`src/sv/fpfc_pkg.sv`:
```
package fpfc_pkg;

  // Default counter width; screen and source dimensions are clamped to 1 .. 2**DIM_BITS.
  localparam int DIM_BITS_DEFAULT = 12;

  localparam int PIX_W  = 16;
  localparam int ADDR_W = 27;
  localparam int DIMR_W = 13;
  localparam int PITCH_W = 15;
  localparam int LAYOUT_W = 3;
  localparam int CFG_IDX_W = 3;
  localparam int CFG_DATA_W = 15;

  localparam logic [CFG_IDX_W-1:0] REG_SCREEN_WIDTH  = 3'd0;
  localparam logic [CFG_IDX_W-1:0] REG_SCREEN_HEIGHT = 3'd1;
  localparam logic [CFG_IDX_W-1:0] REG_SOURCE_WIDTH  = 3'd2;
  localparam logic [CFG_IDX_W-1:0] REG_SOURCE_HEIGHT = 3'd3;
  localparam logic [CFG_IDX_W-1:0] REG_ROW_PITCH     = 3'd4;
  localparam logic [CFG_IDX_W-1:0] REG_LAYOUT        = 3'd5;

  localparam logic [DIMR_W-1:0]   SCREEN_WIDTH_RST  = 13'd320;
  localparam logic [DIMR_W-1:0]   SCREEN_HEIGHT_RST = 13'd256;
  localparam logic [DIMR_W-1:0]   SOURCE_WIDTH_RST  = 13'd320;
  localparam logic [DIMR_W-1:0]   SOURCE_HEIGHT_RST = 13'd256;
  localparam logic [PITCH_W-1:0]  ROW_PITCH_RST     = 15'd640;

  // The layout code splits into three independent controls.
  typedef struct packed {
    logic is555;
    logic bgr;
    logic swap;
  } layout_t;

  localparam layout_t LAYOUT_RST = '{is555: 1'b0, bgr: 1'b0, swap: 1'b0};

  localparam layout_t LAYOUT_RGB565      = '{is555: 1'b0, bgr: 1'b0, swap: 1'b0};
  localparam layout_t LAYOUT_RGB565_SWAP = '{is555: 1'b0, bgr: 1'b0, swap: 1'b1};
  localparam layout_t LAYOUT_BGR565      = '{is555: 1'b0, bgr: 1'b1, swap: 1'b0};
  localparam layout_t LAYOUT_BGR565_SWAP = '{is555: 1'b0, bgr: 1'b1, swap: 1'b1};
  localparam layout_t LAYOUT_RGB555      = '{is555: 1'b1, bgr: 1'b0, swap: 1'b0};
  localparam layout_t LAYOUT_RGB555_SWAP = '{is555: 1'b1, bgr: 1'b0, swap: 1'b1};
  localparam layout_t LAYOUT_BGR555      = '{is555: 1'b1, bgr: 1'b1, swap: 1'b0};
  localparam layout_t LAYOUT_BGR555_SWAP = '{is555: 1'b1, bgr: 1'b1, swap: 1'b1};

endpackage

```
`src/sv/fpfc_pixel_conv.sv`:
```
module fpfc_pixel_conv (
  input  logic [fpfc_pkg::PIX_W-1:0] src_pixel,
  input  fpfc_pkg::layout_t          layout,
  output logic [fpfc_pkg::PIX_W-1:0] dst_pixel
);

  logic [4:0] red;
  logic [5:0] green;
  logic [4:0] blue;
  logic [4:0] lo_ch;
  logic [4:0] hi_ch;
  logic [fpfc_pkg::PIX_W-1:0] packed_px;

  assign red   = src_pixel[15:11];
  assign green = src_pixel[10:5];
  assign blue  = src_pixel[4:0];

  assign hi_ch = layout.bgr ? blue : red;
  assign lo_ch = layout.bgr ? red : blue;

  // The 555 layouts drop the least significant green bit and leave bit 15 clear.
  always_comb begin
    if (layout.is555) begin
      packed_px = {1'b0, hi_ch, green[5:1], lo_ch};
    end else begin
      packed_px = {hi_ch, green, lo_ch};
    end
  end

  assign dst_pixel = layout.swap ? {packed_px[7:0], packed_px[15:8]} : packed_px;

endmodule

```
`src/sv/framebuffer_present_format_converter.sv`:
```
// Channel  Direction  Ports                                            Handshake
// in       input      in_source_pixel                                  in_valid / in_stall
// out      output     out_dest_address, out_dest_pixel, out_frame_last out_valid / out_stall
// cfg      input      cfg_index, cfg_wdata                             cfg_we, no wait
//
// One pixel is accepted per clock while in_stall is low; a write passes through the input stage
// (geometry and counters) and then the output stage (pitch multiply) before it is on the outputs.
// Pixels outside the copy area are dropped in the input stage and never occupy the output.
// rst_n is synchronous and active low; it clears the counters, valids and configuration registers.
// in_stall rises only when both stages hold words and out_stall is high.
module framebuffer_present_format_converter #(
  parameter int DIM_BITS = fpfc_pkg::DIM_BITS_DEFAULT
) (
  input  logic                             clk,
  input  logic                             rst_n,
  input  logic                             in_valid,
  output logic                             in_stall,
  input  logic [fpfc_pkg::PIX_W-1:0]       in_source_pixel,
  output logic                             out_valid,
  input  logic                             out_stall,
  output logic [fpfc_pkg::ADDR_W-1:0]      out_dest_address,
  output logic [fpfc_pkg::PIX_W-1:0]       out_dest_pixel,
  output logic                             out_frame_last,
  input  logic                             cfg_we,
  input  logic [fpfc_pkg::CFG_IDX_W-1:0]   cfg_index,
  input  logic [fpfc_pkg::CFG_DATA_W-1:0]  cfg_wdata
);

  localparam int DW = DIM_BITS + 1;
  localparam int VW = (DW > fpfc_pkg::DIMR_W) ? DW : fpfc_pkg::DIMR_W;
  localparam logic [VW-1:0] DIM_TOP = VW'(1) << DIM_BITS;
  localparam int PW = DIM_BITS + fpfc_pkg::PITCH_W;

  function automatic logic [DW-1:0] clamp_dim(input logic [fpfc_pkg::DIMR_W-1:0] v);
    logic [VW-1:0] ve;
    ve = VW'(v);
    if (v == '0) begin
      return DW'(1);
    end else if (ve > DIM_TOP) begin
      return DW'(DIM_TOP);
    end else begin
      return DW'(ve);
    end
  endfunction

  // Configuration registers.
  logic [fpfc_pkg::DIMR_W-1:0]  screen_width_r, screen_height_r;
  logic [fpfc_pkg::DIMR_W-1:0]  source_width_r, source_height_r;
  logic [fpfc_pkg::PITCH_W-1:0] row_pitch_r;
  fpfc_pkg::layout_t            layout_r;

  always_ff @(posedge clk) begin
    if (!rst_n) begin
      screen_width_r  <= fpfc_pkg::SCREEN_WIDTH_RST;
      screen_height_r <= fpfc_pkg::SCREEN_HEIGHT_RST;
      source_width_r  <= fpfc_pkg::SOURCE_WIDTH_RST;
      source_height_r <= fpfc_pkg::SOURCE_HEIGHT_RST;
      row_pitch_r     <= fpfc_pkg::ROW_PITCH_RST;
      layout_r        <= fpfc_pkg::LAYOUT_RST;
    end else if (cfg_we) begin
      unique case (cfg_index)
        fpfc_pkg::REG_SCREEN_WIDTH:  screen_width_r  <= cfg_wdata[fpfc_pkg::DIMR_W-1:0];
        fpfc_pkg::REG_SCREEN_HEIGHT: screen_height_r <= cfg_wdata[fpfc_pkg::DIMR_W-1:0];
        fpfc_pkg::REG_SOURCE_WIDTH:  source_width_r  <= cfg_wdata[fpfc_pkg::DIMR_W-1:0];
        fpfc_pkg::REG_SOURCE_HEIGHT: source_height_r <= cfg_wdata[fpfc_pkg::DIMR_W-1:0];
        fpfc_pkg::REG_ROW_PITCH:     row_pitch_r     <= cfg_wdata;
        fpfc_pkg::REG_LAYOUT:        layout_r        <= fpfc_pkg::layout_t'(cfg_wdata[2:0]);
        default: ;
      endcase
    end
  end

  // Copy area geometry.
  logic [DW-1:0]       scr_w, scr_h, src_w, src_h, copy_w, copy_h;
  logic [DW-1:0]       off_x_full, off_y_full;
  logic [DIM_BITS-1:0] off_x, off_y;

  assign scr_w  = clamp_dim(screen_width_r);
  assign scr_h  = clamp_dim(screen_height_r);
  assign src_w  = clamp_dim(source_width_r);
  assign src_h  = clamp_dim(source_height_r);
  assign copy_w = (src_w < scr_w) ? src_w : scr_w;
  assign copy_h = (src_h < scr_h) ? src_h : scr_h;
  assign off_x_full = (scr_w - copy_w) >> 1;
  assign off_y_full = (scr_h - copy_h) >> 1;
  assign off_x = off_x_full[DIM_BITS-1:0];
  assign off_y = off_y_full[DIM_BITS-1:0];

  // Handshake between the two stages.
  logic s1_valid_r, s1_valid_nxt;
  logic out_valid_r, out_valid_nxt;
  logic s2_take, s1_take, in_acc;

  assign s2_take  = !out_valid_r || !out_stall;
  assign s1_take  = !s1_valid_r || s2_take;
  assign in_stall = !s1_take;
  assign in_acc   = in_valid && s1_take;

  // Position counters.
  logic [DIM_BITS-1:0] col_r, col_nxt, row_r, row_nxt;
  logic [DW-1:0]       col_e, row_e, col_inc, row_inc;

  assign col_e   = DW'(col_r);
  assign row_e   = DW'(row_r);
  assign col_inc = col_e + DW'(1);
  assign row_inc = row_e + DW'(1);

  always_comb begin
    col_nxt = col_r;
    row_nxt = row_r;
    if (in_acc) begin
      if (col_inc >= src_w) begin
        col_nxt = '0;
        row_nxt = (row_inc >= src_h) ? '0 : row_inc[DIM_BITS-1:0];
      end else begin
        col_nxt = col_inc[DIM_BITS-1:0];
      end
    end
  end

  // Input stage: area test, flipped row and screen column.
  logic                      s1_area_r, s1_area_nxt;
  logic                      s1_last_r, s1_last_nxt;
  logic [DIM_BITS-1:0]       s1_y_r, s1_y_nxt;
  logic [DIM_BITS-1:0]       s1_x_r, s1_x_nxt;
  logic [fpfc_pkg::PIX_W-1:0] s1_pix_r;
  logic [DW-1:0]             y_full;

  assign y_full       = DW'(off_y) + (copy_h - DW'(1) - row_e);
  assign s1_y_nxt     = y_full[DIM_BITS-1:0];
  assign s1_x_nxt     = off_x + col_r;
  assign s1_area_nxt  = (col_e < copy_w) && (row_e < copy_h);
  assign s1_last_nxt  = (col_e == copy_w - DW'(1)) && (row_e == copy_h - DW'(1));
  assign s1_valid_nxt = in_acc ? 1'b1 : (s2_take ? 1'b0 : s1_valid_r);

  always_ff @(posedge clk) begin
    if (!rst_n) begin
      col_r      <= '0;
      row_r      <= '0;
      s1_valid_r <= 1'b0;
    end else begin
      col_r      <= col_nxt;
      row_r      <= row_nxt;
      s1_valid_r <= s1_valid_nxt;
    end
  end

  always_ff @(posedge clk) begin
    if (in_acc) begin
      s1_area_r <= s1_area_nxt;
      s1_last_r <= s1_last_nxt;
      s1_y_r    <= s1_y_nxt;
      s1_x_r    <= s1_x_nxt;
      s1_pix_r  <= in_source_pixel;
    end
  end

  // Output stage: byte address and pixel conversion.
  logic [PW-1:0]                 row_bytes;
  logic [fpfc_pkg::ADDR_W-1:0]   addr_nxt, out_addr_r;
  logic [fpfc_pkg::PIX_W-1:0]    pix_nxt, out_pix_r;
  logic                          out_last_r;

  assign row_bytes = s1_y_r * row_pitch_r;
  assign addr_nxt  = fpfc_pkg::ADDR_W'(row_bytes) + fpfc_pkg::ADDR_W'({s1_x_r, 1'b0});

  fpfc_pixel_conv u_conv (
    .src_pixel (s1_pix_r),
    .layout    (layout_r),
    .dst_pixel (pix_nxt)
  );

  assign out_valid_nxt = s2_take ? (s1_valid_r && s1_area_r) : out_valid_r;

  always_ff @(posedge clk) begin
    if (!rst_n) begin
      out_valid_r <= 1'b0;
    end else begin
      out_valid_r <= out_valid_nxt;
    end
  end

  always_ff @(posedge clk) begin
    if (s2_take) begin
      out_addr_r <= addr_nxt;
      out_pix_r  <= pix_nxt;
      out_last_r <= s1_last_r;
    end
  end

  assign out_valid        = out_valid_r;
  assign out_dest_address = out_addr_r;
  assign out_dest_pixel   = out_pix_r;
  assign out_frame_last   = out_last_r;

endmodule

```
`config.mk`:
```
export PLATFORM = sky130hd
export DESIGN_NAME = framebuffer_present_format_converter
export DESIGN_NICKNAME = d
export VERILOG_FILES = /design/src/sv/fpfc_pkg.sv /design/src/sv/fpfc_pixel_conv.sv /design/src/sv/framebuffer_present_format_converter.sv
export SDC_FILE = /design/constraint.sdc
export NUM_CORES = 1
export LEC_CHECK = 0
export BUFFER_PORTS_ARGS = -buffer_cell sky130_fd_sc_hd__buf_4
export CELL_PAD_IN_SITES_DETAIL_PLACEMENT = 1
export CELL_PAD_IN_SITES_GLOBAL_PLACEMENT = 1
export CORE_MARGIN = 2
export CORE_UTILIZATION = 30
export CTS_CLUSTER_DIAMETER = 80
export DETAILED_ROUTE_END_ITERATION = 10
export GPL_ROUTABILITY_DRIVEN = 0
export PLACE_DENSITY_LB_ADDON = 0.1
export SYNTH_ARGS = -nofsm -noshare
export SYNTH_HDL_FRONTEND = slang
export SYNTH_HIERARCHICAL = 1
export SYNTH_SLANG_ARGS = --single-unit
```
`constraint.sdc`:
```
create_clock -name clk -period 7.1 [get_ports clk]
set_input_delay 1.42 -clock clk [delete_from_list [all_inputs] [get_ports clk]]
set_output_delay 1.42 -clock clk [all_outputs]
set_load 0.03 [all_outputs]
```
; Word-level counts from Yosys, hierarchy flattened
; Index checks and enable logic that the tools add are counted.
[op_classes]
multipliers = 1
n_mux = 18
reduce_logical = 23
eq_ne = 7
addsub = 10
magnitude_cmp = 10
[op_table]
columns = op, count
row1 = $mux 13, 10
row2 = $gt 13x13->1 const B, 4
row3 = $logic_not 13->1, 4
row4 = $mux 16, 2
row5 = $add 27x13->27, 1
row6 = $mul 12x15->27, 1
row7 = $add 12x1->13 const B, 2
row8 = $eq 12x13->1, 2
row9 = $ge 13x13->1, 2
row10 = $lt 12x13->1, 2
row11 = $lt 13x13->1, 2
row12 = $sub 13x1->13 const B, 2
row13 = $sub 13x13->13, 2
row14 = $add 12x12->12, 2
row15 = $mux 12, 2
row16 = $reduce_and 2->1, 7
row17 = $sub 12x12->12, 1
row18 = $mux 5, 2
row19 = $eq 3x2->1 const B, 2
row20 = $eq 3x3->1 const B, 2
row21 = $logic_and 1x1->1, 4
row22 = $logic_not 1->1, 4
row23 = $eq 3x1->1 const B, 1
row24 = $logic_not 3->1, 1
row25 = other kinds (3), 5
[totals]
ff_bits = 182
input_bits = 39
output_inout_bits = 46
elab_cells = 89

; Depth between registers and ports, before layout
[logic_depth]
word_depth = 8
depth_mapped = 34

; Modules after synthesis
; The synthesis kept the hierarchy.
[by_module_without_submodules]
columns = mod, instances, seq_area_each_um2, area_each_um2, cells_each
row1 = framebuffer_present_format_converter, 1, 4504.3, 18363.9, 2078
row2 = fpfc_pixel_conv, 1, 0.0, 489.2, 58

; Least setup slack after synthesis
; No wires, ideal clock.
[synth_path]
kind = register -> register
startpoint = register source_height_r[12] (netlist name)
endpoint = register s1_y_r[11] (data pin)
path_slack_ps = 666
arrival_ps = 6166
path_stages_with_launch = 33
setup_ps = 268
required_ps = 6832
cell_sequence = dfxtp_1 buf_2 inv_1 clkbuf_1 nand2_1 inv_1 ha_1 nand4_1 nor2_1 o211ai_1 o221ai_4 buf_6 buf_2 buf_1 mux2i_1 ha_1 nor2b_1 o21ai_0 a21boi_0 o21ai_0 nand2b_1 a21o_1 a21oi_1 o21ai_0 nor2_1 xnor2_1 fa_1 ha_1 or2_2 a21oi_1 a21oi_1 xnor2_1 xnor2_1
[synth_between]
elab_chain_len = 8
word_cells_on_any_way = 10
[synth_rtl]
columns = element, line_no
row1 = "start, declared", framebuffer_present_format_converter.sv:48  ; logic [fpfc_pkg::DIMR_W-1:0] source_width_r, source_height_r;
row2 = "start signal, assigned", framebuffer_present_format_converter.sv:57  ; source_height_r <= fpfc_pkg::SOURCE_HEIGHT_RST;
row3 = "start signal, assigned", framebuffer_present_format_converter.sv:65  ; fpfc_pkg::REG_SOURCE_HEIGHT: source_height_r <= cfg_wdata[fpfc_pkg::DIMR_W-1:0];
row4 = $gt 13x13->1, framebuffer_present_format_converter.sv:39  ; end else if (ve > DIM_TOP) begin
row5 = $mux 13, framebuffer_present_format_converter.sv:39
row6 = $mux 13 *, framebuffer_present_format_converter.sv:37  ; if (v == '0) begin
row7 = $lt 13x13->1, framebuffer_present_format_converter.sv:83  ; assign copy_h = (src_h < scr_h) ? src_h : scr_h;
row8 = $mux 13 *, framebuffer_present_format_converter.sv:83
row9 = $sub 13x1->13, --
row10 = $sub 12x12->12, framebuffer_present_format_converter.sv:129  ; assign y_full = DW'(off_y) + (copy_h - DW'(1) - row_e);
row11 = $add 12x12->12 *, framebuffer_present_format_converter.sv:129
row12 = via y_full[11], framebuffer_present_format_converter.sv:127  ; logic [DW-1:0] y_full;
row13 = "end signal, assigned", framebuffer_present_format_converter.sv:152  ; s1_y_r <= s1_y_nxt;
row14 = "end, declared", framebuffer_present_format_converter.sv:124  ; logic [DIM_BITS-1:0] s1_y_r, s1_y_nxt;
; The timed path passes the listed nets; every way through them passes the cells marked *.
; A chain may end at the register's enable or synchronous reset.

; Worst setup path after layout
[layout_path]
startpoint = register screen_height_r[12] (netlist name)
endpoint = register s1_y_r[11] (data pin)
[layout_between]
elab_chain_len = 8
word_cells_on_any_way = 10
[layout_rtl]
columns = element, line_no
row1 = "start, declared", framebuffer_present_format_converter.sv:47  ; logic [fpfc_pkg::DIMR_W-1:0] screen_width_r, screen_height_r;
row2 = "start signal, assigned", framebuffer_present_format_converter.sv:55  ; screen_height_r <= fpfc_pkg::SCREEN_HEIGHT_RST;
row3 = "start signal, assigned", framebuffer_present_format_converter.sv:63  ; fpfc_pkg::REG_SCREEN_HEIGHT: screen_height_r <= cfg_wdata[fpfc_pkg::DIMR_W-1:0];
row4 = $gt 13x13->1, framebuffer_present_format_converter.sv:39
row5 = $mux 13, framebuffer_present_format_converter.sv:39
row6 = $mux 13 *, framebuffer_present_format_converter.sv:37
row7 = $lt 13x13->1, framebuffer_present_format_converter.sv:83
row8 = $mux 13, framebuffer_present_format_converter.sv:83
row9 = $sub 13x1->13, --
row10 = $sub 12x12->12, framebuffer_present_format_converter.sv:129
row11 = $add 12x12->12 *, framebuffer_present_format_converter.sv:129
row12 = via y_full[11], framebuffer_present_format_converter.sv:127
; Marked as above.

==> results.json <==
{
  "outcome": "finished clean",
  "cts_root_buffer": "clkbuf_16",
  "grt_overflow": 0,
  "period_share_pct": 91.33,
  "max_freq_ghz": 0.1542,
  "wire_per_inst_um": 19.13,
  "fp.dieArea_um2": 64860,
  "p_int_mw": 3.466,
  "p_sw_mw": 2.761,
  "required_ps": 7340,
  "numPortBuffers": 84,
  "dp_slack_ps": 451.5,
  "rsz0062_at_grt": "no",
  "fill_cells": 7239,
  "seq_area_frac_synth_pct": 23.89,
  "critPathMaxStageDelay_ps": 450,
  "leakage_nw": 8.999,
  "hp-class": "flip-flop to flip-flop",
  "syn-instance-count": 2136,
  "setup_tns_ps": 0,
  "avgSynthCellArea_um2": 8.826,
  "antenna_cells": 0,
  "clkSinkCount": 182,
  "maxSlewHeadroom_pct": 30.43,
  "htree_num_levels": 4,
  "power_mw": 6.227,
  "cts_resized": 0,
  "dr.pass1.iters": 5,
  "crit_start": "screen_height_r[12]",
  "synth_nets": 2520,
  "die_h_um": 254.7,
  "grtUsageTotal_pct": 18.42,
  "critPathMaxFanout": 16,
  "path_clk_slew_ps": 80,
  "synth-edff-count": 86,
  "drive_gt1_share_pct": 7.795,
  "startpoint_type": "flip-flop",
  "ant_nets": 0,
  "synth-seq-cells": 182,
  "p_per_area_nw_per_um2": 298.0,
  "clock_latency_ps": 500,
  "ios": 85,
  "cts_tree": "yes",
  "synthToLayoutAreaGrowth_pct": 10.83,
  "finalWorstSetupSlack_ps": 615.6,
  "period_needed_ps": 6484,
  "drt_iter0_drc": 567,
  "num_vias": 14730,
  "via_per_inst": 4.881,
  "drt_wl_total_mm": 57.72,
  "antenna_found_initial": 0,
  "instances_no_fill": 3018,
  "place_hpwl_mm": 46.52,
  "worst_setup_path_end_kind": "flip-flop",
  "synth.distinct_cells": 87,
  "grt_max_degree": 102,
  "postCtsSetupRepairBufs": 0,
  "grt_pass1_wl_mm": 90.89,
  "synthArstFlopShare_pct": 0,
  "critical_path.reg2reg.startpoint": "screen_height_r[12]",
  "dp_cells": 2986,
  "fp.coreArea_um2": 61940,
  "vdd_ir_drop_max_mv": 0.1836,
  "timing.clock.skew_ps": 17.72,
  "setup_viol": 0,
  "clock_path_buffers": 2,
  "crit_slowest_cell": "fa_1",
  "combPwrFrac_pct": 57.2,
  "maxSlewViolCount": 0,
  "initial_core_util_pct": 30.44,
  "p_sw_share_pct": 44.34,
  "syn-cell-area_um2": 18850,
  "worstSetupPathType": "flip-flop to flip-flop",
  "drv_cap": 0,
  "tightest_slew_ps": 1040,
  "die_w_um": 254.7,
  "cp.buffers_inverters": 1,
  "yosysWarnings": 6,
  "numCtsBuffers": 17,
  "p_clk_share_pct": 16.6,
  "seqPwrFrac_pct": 26.2,
  "drc": 0,
  "min_from": "screen_height_r[0]",
  "ys.flop_type": "dfxtp_1",
  "rows": 91,
  "grt_pass1_vias": 16000,
  "nNetsFinal": 2552,
  "hold_buffers": 0,
  "finalHoldViolCount": 0,
  "cpLargestDelayFamily": "compound AO/OA/AOI/OAI gates",
  "crit_arrival_ps": 6720
}
## tightest hold or removal path, delay by kind of cell (launching register included)
family,cells,cell delay (ps)
flip-flops,1,320
AO/OA/AOI/OAI,1,60
AND/OR/NAND/NOR,1,50
## stage by stage
| stage | instance area, µm² | utilization, % | hold WS, ps |
|---|---|---|---|
| floorplan | 18850 | - | 400.3 |
| global placement | 20290 | 32.76 | 459.9 |
| detailed placement | 20290 | 32.76 | 442.8 |
| CTS | 20890 | 33.73 | 478.2 |
| global route | 20900 | 33.73 | 498.6 |
| finish | 20900 | 33.73 | 474.5 |
## layer usage
layer	wire length, µm	vias up	global-route usage (%)
met2	26690	135	30.07
met5	0	-	0
met3	1136	47	2.511
met4	1249	0	5.547
met1	28650	7344	25.26
li1	-	7205	-
## area by class of cell
type | instances | area, µm² | area share (%)
clock inverters | 14 | 161.4 | 0.7725
well taps | 837 | 1047 | 5.012
repair buffers | 99 | 743.2 | 3.557
flip-flops and latches | 182 | 4506 | 21.56
inverters | 245 | 919.6 | 4.401
multi-input cells | 1623 | 13080 | 62.59
clock buffers | 18 | 439.2 | 2.102
## kinds of logic after synthesis
| family | Yosys count | share of synthesized area, % |
|---|---|---|
| AO/OA/AOI/OAI | 350 | 12.80 |
| XOR/XNOR | 123 | 5.714 |
| adder cells (fa/ha/maj) | 347 | 29.21 |
| buffers and inverters | 331 | 6.749 |
| flip-flops | 182 | 23.89 |
| multiplexers | 48 | 3.093 |
| AND/OR/NAND/NOR | 755 | 18.54 |
## layout by cell type, fill, tap and decap left out, types with 9 or more instances in the layout
cell       count
inv_1        242
nand2b_1      16
nor2_1        97
ha_1         189
a21oi_1       79
edfxtp_1      86
and2_1        66
nor2b_1       42
buf_4         99
mux2i_1       28
o21a_1        23
dfxtp_1       95
a211oi_1       9
nand2_1      374
xor2_1        26
nor4_1        14
and3_1        18
nor3_1        41
a21boi_0      79
nand3_1       42
o21ai_0       60
xnor2_1       97
fa_1         156
mux2_2         9
a21o_1        13
nand4_1       14
o21bai_1      11
clkbuf_16     17
## cell usage after synthesis, types with 4 or more instances
master       n  share of area, %
a2111oi_0    5              0.23
a211oi_1     9              0.36
a21boi_0    79               3.1
a21o_1      13              0.52
a21oi_1     79               2.1
a41oi_1      5              0.23
and2_1      66               2.2
and3_1      18              0.60
buf_2        9              0.24
clkbuf_1    71               1.4
dfxtp_1     96                10
edfxtp_1    86                14
fa_1       156                17
ha_1       189                13
inv_1      243               4.8
mux2_2       9              0.54
mux2i_1     28               1.5
mux4_2       5              0.60
nand2_1    375               7.5
nand2b_1    16              0.53
nand3_1     42               1.1
nand3b_1     7              0.28
nand4_1     14              0.46
nor2_1      97               1.9
nor2b_1     42               1.4
nor3_1      41               1.1
nor4_1      14              0.46
o211ai_1     6              0.24
o21a_1      23              0.92
o21ai_0     60               1.6
o21bai_1    11              0.44
o22ai_1      6              0.20
o31ai_1      8              0.32
or3_1        4              0.13
or4_1        4              0.16
xnor2_1     97               4.5
xor2_1      26               1.2
## power by group through the flow
| stage | Clock [mW] | Combinational (mW) | Sequential [mW] |
|---|---|---|---|
| floorplan | 0 | 2.67 | 1.65 |
| global placement | 0 | 3.55 | 1.66 |
| detailed placement | 0 | 3.63 | 1.66 |
| CTS | 1.09 | 3.64 | 1.64 |
| global route | 1.12 | 4.06 | 1.66 |
| finish | 1.03 | 3.56 | 1.63 |
## flip-flops by register name (all words and copies together), names as in the netlist, 3 cells and up
register,count
s1_y_r,12
row_pitch_r,15
col_r,12
layout_r,3
s1_x_r,12
s1_pix_r,16
out_dest_address,27
screen_height_r,13
out_dest_pixel,16
screen_width_r,13
source_height_r,13
source_width_r,13
row_r,12
## path summary, 6_finish.rpt
kind / to / slack [ps] / cells after the start
worst max-delay path: s1_y_r[11] / 620 / 26
worst max register to register: s1_y_r[11] / 620 / 26
worst min-delay path: screen_height_r[0] / 470 / 2
worst min register to register: screen_height_r[0] / 470 / 2
No activity file was read; power rests on OpenSTA's default activity.
